==> src/sv/stk8_pkg.sv <==
// Shared types and constants for the 8-bit stack machine step block.
// No dependencies.
package stk8_pkg;

	localparam int MEM_DEPTH = 256;
	localparam int DATA_W    = 8;
	localparam int ADDR_W    = $clog2(MEM_DEPTH);

	localparam logic [DATA_W-1:0] SP_RESET = 8'hff;
	localparam logic [DATA_W-1:0] ALL_ONES = 8'hff;

	localparam logic [0:0] CMD_LOAD = 1'b0;

	typedef enum logic [7:0] {
		OP_NOP  = 8'd0,
		OP_ADD  = 8'd1,
		OP_MOVA = 8'd2,
		OP_MVB  = 8'd3,
		OP_MVA  = 8'd4,
		OP_IFA  = 8'd5,
		OP_JMP  = 8'd6,
		OP_PUSH = 8'd7,
		OP_POPA = 8'd8,
		OP_POPB = 8'd9,
		OP_HLT  = 8'd10,
		OP_BNOT = 8'd11
	} opcode_t;

	typedef enum logic [2:0] {
		ST_IDLE,
		ST_DECODE,
		ST_OPER,
		ST_DATA,
		ST_DONE
	} seq_state_t;

endpackage

==> src/sv/stk8_ram.sv <==
// Generic synchronous RAM: one write port, one read port, registered read.
// No dependencies.
module stk8_ram #(
	parameter int WIDTH = 8,
	parameter int DEPTH = 256
) (
	input  logic                     clk,
	input  logic                     we,
	input  logic [$clog2(DEPTH)-1:0] waddr,
	input  logic [WIDTH-1:0]         wdata,
	input  logic                     re,
	input  logic [$clog2(DEPTH)-1:0] raddr,
	output logic [WIDTH-1:0]         rdata
);

	logic [WIDTH-1:0] mem_q [DEPTH];

	always_ff @(posedge clk) begin
		if (we) begin
			mem_q[waddr] <= wdata;
		end
		if (re) begin
			rdata <= mem_q[raddr];
		end
	end

endmodule

==> src/sv/stack_cpu_8bit_step.sv <==
// Top level of the 8-bit stack machine step block: sequencer, registers, memory.
// Depends on stk8_pkg and stk8_ram.
//
//  channel | handshake          | payload
//  --------+--------------------+--------------------------------------------------
//  input   | in_valid/in_stall  | cmd, load_address, load_byte
//  output  | out_valid/out_stall| reg_a_value, reg_b_value, stack_pointer_value,
//          |                    | program_counter_value, carry_value, halt_seen
//
// A load beat passes IDLE and DONE; an instruction adds DECODE and, as its memory
// accesses need (fetch, operand or pop, data access), OPER and DATA.
// One input beat is buffered while the sequencer works, and the result waits in
// an output register, so input and output stalls are decoupled by one beat each.
// Reset clears registers (SP to ff) and byte valid bits; unwritten bytes read 0.
module stack_cpu_8bit_step
	import stk8_pkg::*;
(
	input  logic              clk,
	input  logic              arst_n,
	input  logic              in_valid,
	output logic              in_stall,
	input  logic              cmd,
	input  logic [ADDR_W-1:0] load_address,
	input  logic [DATA_W-1:0] load_byte,
	output logic              out_valid,
	input  logic              out_stall,
	output logic [DATA_W-1:0] reg_a_value,
	output logic [DATA_W-1:0] reg_b_value,
	output logic [DATA_W-1:0] stack_pointer_value,
	output logic [DATA_W-1:0] program_counter_value,
	output logic              carry_value,
	output logic              halt_seen
);

	seq_state_t state_q, state_d;

	// input buffer
	logic              buf_vld_q, buf_vld_d;
	logic              buf_cmd_q;
	logic [ADDR_W-1:0] buf_addr_q;
	logic [DATA_W-1:0] buf_byte_q;

	// architectural registers
	logic [DATA_W-1:0] a_q, a_d, b_q, b_d, sp_q, sp_d, pc_q, pc_d;
	logic              c_q, c_d, halt_q, halt_d;
	opcode_t           op_q, op_d;

	logic              out_vld_d, out_load;

	// memory port
	logic              mem_we, mem_re;
	logic [ADDR_W-1:0] mem_waddr, mem_raddr;
	logic [DATA_W-1:0] mem_wdata, mem_rdata, rd_val;
	logic [MEM_DEPTH-1:0] mem_vld_q;
	logic              rd_vld_q;
	logic [DATA_W:0]   sum;
	logic [DATA_W-1:0] sp_inc;

	stk8_ram #(
		.WIDTH(DATA_W),
		.DEPTH(MEM_DEPTH)
	) u_ram (
		.clk  (clk),
		.we   (mem_we),
		.waddr(mem_waddr),
		.wdata(mem_wdata),
		.re   (mem_re),
		.raddr(mem_raddr),
		.rdata(mem_rdata)
	);

	// bytes never written since reset read as zero
	assign rd_val   = rd_vld_q ? mem_rdata : '0;
	assign in_stall = buf_vld_q;
	assign sum      = {1'b0, a_q} + {1'b0, b_q};
	assign sp_inc   = sp_q + 8'd1;

	always_comb begin
		state_d   = state_q;
		buf_vld_d = buf_vld_q;
		a_d       = a_q;
		b_d       = b_q;
		sp_d      = sp_q;
		pc_d      = pc_q;
		c_d       = c_q;
		halt_d    = halt_q;
		op_d      = op_q;
		mem_we    = 1'b0;
		mem_waddr = buf_addr_q;
		mem_wdata = buf_byte_q;
		mem_re    = 1'b0;
		mem_raddr = pc_q;
		out_load  = 1'b0;
		out_vld_d = out_valid && out_stall;

		if (in_valid && !in_stall) begin
			buf_vld_d = 1'b1;
		end

		unique case (state_q)
			ST_IDLE: begin
				if (buf_vld_q) begin
					buf_vld_d = 1'b0;
					halt_d    = 1'b0;
					if (buf_cmd_q == CMD_LOAD) begin
						mem_we  = 1'b1;
						state_d = ST_DONE;
					end else begin
						mem_re  = 1'b1;
						pc_d    = pc_q + 8'd1;
						state_d = ST_DECODE;
					end
				end
			end
			ST_DECODE: begin
				op_d    = opcode_t'(rd_val);
				state_d = ST_DONE;
				unique case (rd_val)
					OP_ADD: begin
						a_d = sum[DATA_W-1:0];
						c_d = sum[DATA_W];
					end
					OP_MOVA, OP_MVB, OP_MVA, OP_JMP, OP_POPA, OP_POPB: begin
						sp_d      = sp_inc;
						mem_re    = 1'b1;
						mem_raddr = sp_inc;
						state_d   = ST_OPER;
					end
					OP_IFA: begin
						if (a_q != '0) begin
							sp_d      = sp_inc;
							mem_re    = 1'b1;
							mem_raddr = sp_inc;
							state_d   = ST_OPER;
						end
					end
					OP_PUSH: begin
						mem_re  = 1'b1;
						pc_d    = pc_q + 8'd1;
						state_d = ST_OPER;
					end
					OP_HLT:  halt_d = 1'b1;
					OP_BNOT: a_d = a_q ^ ALL_ONES;
					default: ;
				endcase
			end
			ST_OPER: begin
				state_d = ST_DONE;
				unique case (op_q)
					OP_MOVA: begin
						mem_we    = 1'b1;
						mem_waddr = rd_val;
						mem_wdata = a_q;
					end
					OP_MVB, OP_MVA: begin
						mem_re    = 1'b1;
						mem_raddr = rd_val;
						state_d   = ST_DATA;
					end
					OP_IFA, OP_JMP: pc_d = rd_val;
					OP_PUSH: begin
						mem_we    = 1'b1;
						mem_waddr = sp_q;
						mem_wdata = rd_val;
						sp_d      = sp_q - 8'd1;
					end
					OP_POPA: a_d = rd_val;
					OP_POPB: b_d = rd_val;
					default: ;
				endcase
			end
			ST_DATA: begin
				if (op_q == OP_MVA) begin
					a_d = rd_val;
				end else begin
					b_d = rd_val;
				end
				state_d = ST_DONE;
			end
			ST_DONE: begin
				if (!(out_valid && out_stall)) begin
					out_load  = 1'b1;
					out_vld_d = 1'b1;
					state_d   = ST_IDLE;
				end
			end
			default: state_d = ST_IDLE;
		endcase
	end

	always_ff @(posedge clk or negedge arst_n) begin
		if (!arst_n) begin
			state_q   <= ST_IDLE;
			buf_vld_q <= 1'b0;
			out_valid <= 1'b0;
			a_q       <= '0;
			b_q       <= '0;
			sp_q      <= SP_RESET;
			pc_q      <= '0;
			c_q       <= 1'b0;
			halt_q    <= 1'b0;
			op_q      <= OP_NOP;
			mem_vld_q <= '0;
			rd_vld_q  <= 1'b0;
		end else begin
			state_q   <= state_d;
			buf_vld_q <= buf_vld_d;
			out_valid <= out_vld_d;
			a_q       <= a_d;
			b_q       <= b_d;
			sp_q      <= sp_d;
			pc_q      <= pc_d;
			c_q       <= c_d;
			halt_q    <= halt_d;
			op_q      <= op_d;
			if (mem_we) begin
				mem_vld_q[mem_waddr] <= 1'b1;
			end
			if (mem_re) begin
				rd_vld_q <= mem_vld_q[mem_raddr];
			end
		end
	end

	// payload registers
	always_ff @(posedge clk) begin
		if (in_valid && !in_stall) begin
			buf_cmd_q  <= cmd;
			buf_addr_q <= load_address;
			buf_byte_q <= load_byte;
		end
		if (out_load) begin
			reg_a_value           <= a_q;
			reg_b_value           <= b_q;
			stack_pointer_value   <= sp_q;
			program_counter_value <= pc_q;
			carry_value           <= c_q;
			halt_seen             <= halt_q;
		end
	end

endmodule

==> config.mk <==
export PLATFORM = sky130hd
export DESIGN_NAME = stack_cpu_8bit_step
export DESIGN_NICKNAME = d
export VERILOG_FILES = /design/src/sv/stk8_pkg.sv /design/src/sv/stk8_ram.sv /design/src/sv/stack_cpu_8bit_step.sv
export SDC_FILE = /design/constraint.sdc
export NUM_CORES = 2
export LEC_CHECK = 0
export ABC_CLOCK_PERIOD_IN_PS = 26500
export BUFFER_PORTS_ARGS = -buffer_cell sky130_fd_sc_hd__buf_2
export CAP_MARGIN = 10
export CORE_MARGIN = 4
export CORE_UTILIZATION = 25
export CTS_CLUSTER_DIAMETER = 80
export CTS_CLUSTER_SIZE = 16
export DETAILED_ROUTE_END_ITERATION = 10
export GPL_TIMING_DRIVEN = 0
export PLACE_DENSITY = 0.44
export SETUP_SLACK_MARGIN = 0.5
export SYNTH_ARGS = -nofsm -noshare
export SYNTH_HDL_FRONTEND = slang
export SYNTH_SLANG_ARGS = --single-unit
==> constraint.sdc <==
create_clock -name clk -period 26.5 [get_ports clk]
set_clock_uncertainty 0.15 [all_clocks]
set_input_delay 5.3 -clock clk [delete_from_list [all_inputs] [get_ports clk]]
set_output_delay 5.3 -clock clk [all_outputs]
set_load 0.005 [all_outputs]
==> results.ini <==
[clock_network]
root_buffer=clkbuf_16
insertion_delay_ps=930
numCtsBuffers=182
clk_pin_slew_ps=80
cts_sinks=2411
post_cts_buffers=0
cts_resized=0
cts_max_level=4
hold_buffers=0
cts_tree=done
clockBufferDepth=4

[finish]
layout.area.seq_um2=70890
nFillCells=39980
largest-register=u_ram.mem_q
finalInstanceArea_um2=113700
multiInputGateArea_um2=25130
drive_gt1_frac=0.1383
postLayoutCoreUtil=0.2899
area.growth.synth_to_final_pct=15.54
top_regs=u_ram.mem_q x2048, mem_vld_q x256
largest_reg_flops=2048
nets=8274
fin_cells=13620

[timing]
tns_ps=0
period_share=0.2946
finalHoldViolations=0
holdWs_ps=313.2
tightest_slew_ps=1543
rsz0062_at_grt=no
finalMaxSlewViolations=13
relSlewSlack=-0.02834
timing.final.ws_setup_ps=18690
finalCriticalPeriod_ps=7808
finalSetupViolations=0
fmax_ghz=0.1281

[worst_setup_path]
crit_slowest_cell=a32oi_1
crit_path_end_kind=flip-flop
r2r-end=u_ram.rdata[4]$_DFFE_PP_
cp_max_fo=10
ff2ff_path_depth=13
critPathArrivalTime_ps=8320
path_class=reg -> reg
worstPathRequired_ps=27010
critPathLaunchType=flip-flop
setup.worst_path.start=state_q[2]$_DFFE_PN0P_
path_cells=or3b_1, buf_2, nor3_4, a22o_2, mux2i_1, buf_2, buf_4, clkbuf_1, clkbuf_2, a31oi_1, a32oi_1, nand4_1, nand4_1
r2r_start=state_q[2]$_DFFE_PN0P_
rrSetupSlack_ps=18690
cp_slowest_stage_delay_ps=1140

[power_and_ir_drop]
p_total_mw=12.86
switching_power_mw=5.931
seqPwrFrac=0.342
peakVddDrop_mv=0.05848
intPower_mw=6.925
leakage_nw=40.40
p_sw_frac=0.4614
p_per_area_nw_per_um2=113.0
clkPwrFrac=0.215
combPwrFrac=0.443

[place]
post-place-cells=13260
io_buffers=56
place_area_um2=108100
pre_cts_ws_ps=19140
gp_congestion=1.031
place_hpwl_um=340200

[floorplan]
dieArea_um2=403800
core-area_um2=392200
rows=230
die_h_um=635.5
initial_core_util=0.2509
ios=57
die_w_um=635.5

[worst_hold_path]
hold_path_depth=0
min_from=c_q$_DFFE_PN0P_
min_to=carry_value$_DFFE_PP_
hold_class=reg -> reg

[synth]
syn-instance-count=7844
yosys.area.top_type=edfxtp_1
syn_avg_cell_area_um2=12.55
synth_commonest_cells=2,107 x edfxtp_1, 2,104 x nand2_1, 1,054 x nand3_1
yosys_warnings=0
synth-seq-cells=2411
ys.flop_type=edfxtp_1
syn-num-nets=7877
synth_top_area_share=0.6428
synth_area_um2=98430
synth_most_common_cell=edfxtp_1
synth_cell_type_count=85
synthArstFlopShare=0.1261
synth_edf_count=2107
ys_seq_area_frac=0.7202
synth_area_leaders=edfxtp_1 64%, nand2_1 8.0%, dfrtp_1 7.5%

[detailed_routing]
drc=0
wl_per_cell_um=33.56
first_pass_iters=6
ant_nets=0
dr.first_iter.drc_count=10520
vias_per_cell=5.192
wirelength_um=457000
vias=70690

[outcome]
violations=max-capacitance violations, max-slew violations
status=finished with violations

[job]
maxCapViolCount=3

[grt]
grtUsageTotal=0.2179
grt_start_max_net_pins=113
overflow=0
antenna_found_initial=70
grt_pass1_wl_um=600600
grt_pass1_vias=65210

## critical path, delay by kind of cell (launching register included)
family                 cells  cell delay [ps]
buffers and inverters      5             2910
AOI/OAI and AO/OA          3             1670
DFF                        1              440
muxes                      1              780
and+or+nand+nor            4             1580
## cell usage in the layout (no fill, tap or decap), types with 42 or more instances in the layout
cell / Yosys / final
edfxtp_1: 2107 / 2107
nand2_1: 2104 / 2104
nand3_1: 1054 / 1054
buf_2: 298 / 354
dfrtp_1: 296 / 296
nor2_1: 312 / 283
or2_2: 255 / 255
clkbuf_1: 141 / 207
and3_1: 193 / 193
clkbuf_16: 0 / 185
mux2i_1: 165 / 165
a311oi_1: 137 / 137
o21ai_0: 119 / 111
a31oi_1: 80 / 80
a21oi_1: 76 / 75
nand4_1: 70 / 70
buf_12: 0 / 57
buf_6: 17 / 45
buf_4: 26 / 42
nor3_1: 42 / 42
## how the worst max path moves through the flow
stage | end | slack, ps | cells after the start
6_report | u_ram.rdata[4]$_DFFE_PP_ | 18690 | 13
5_1_grt | u_ram.rdata[3]$_DFFE_PP_ | 18960 | 13
4_1_cts | u_ram.rdata[3]$_DFFE_PP_ | 19120 | 13
3_5_place_dp | u_ram.rdata[3]$_DFFE_PP_ | 19140 | 12
3_3_place_gp | u_ram.mem_q[192][2]$_DFFE_PP_ | -10230 | 6
2_1_floorplan | u_ram.mem_q[0][0]$_DFFE_PP_ | 12460 | 7
## per-layer routing
| layer | track usage | share of wire | up-vias |
|---|---|---|---|
| met1 | 0.2947 | 0.41 | 36580 |
| met4 | 0.1163 | 0.062 | 16 |
| met3 | 0.04811 | 0.096 | 815 |
| li1 | - | - | 29170 |
| met5 | 0 | 0.00028 | - |
| met2 | 0.3251 | 0.43 | 4109 |
## cell type report
cell class	count	share of cell area
diodes	29	0.0006381
clock inverters	29	0.003047
plain buffers	516	0.02258
inverters	18	0.0005941
repair buffers	213	0.02708
well taps	5220	0.05743
multi-input cells	4899	0.2210
clock buffers	281	0.04432
flip-flops and latches	2411	0.6233
## cell families (layout without fill, tap and decap cells)
kind of cell / count (synthesis) / after routing / synth area share
AO/OA/AOI/OAI: 555 / 555 / 0.04000
XOR/XNOR: 21 / 21 / 0.001869
adder cells (fa/ha/maj): 12 / 12 / 0.001602
buffers and inverters: 534 / 1057 / 0.02644
flip-flops: 2411 / 2411 / 0.7202
multiplexers: 195 / 195 / 0.02250
other: 0 / 29 / 0
AND/OR/NAND/NOR: 4116 / 4116 / 0.1874
## power groups by stage
stage | registers (mW) | logic (mW) | clock network, mW
after floorplan | 4.58 | 2.44 | 0
after global placement | 4.81 | 5.32 | 0
after detailed placement | 4.48 | 5.47 | 0
after CTS | 4.39 | 5.49 | 2.80
after global routing | 4.41 | 5.77 | 2.94
final | 4.40 | 5.70 | 2.76
Power figures use the tool's default switching activity.
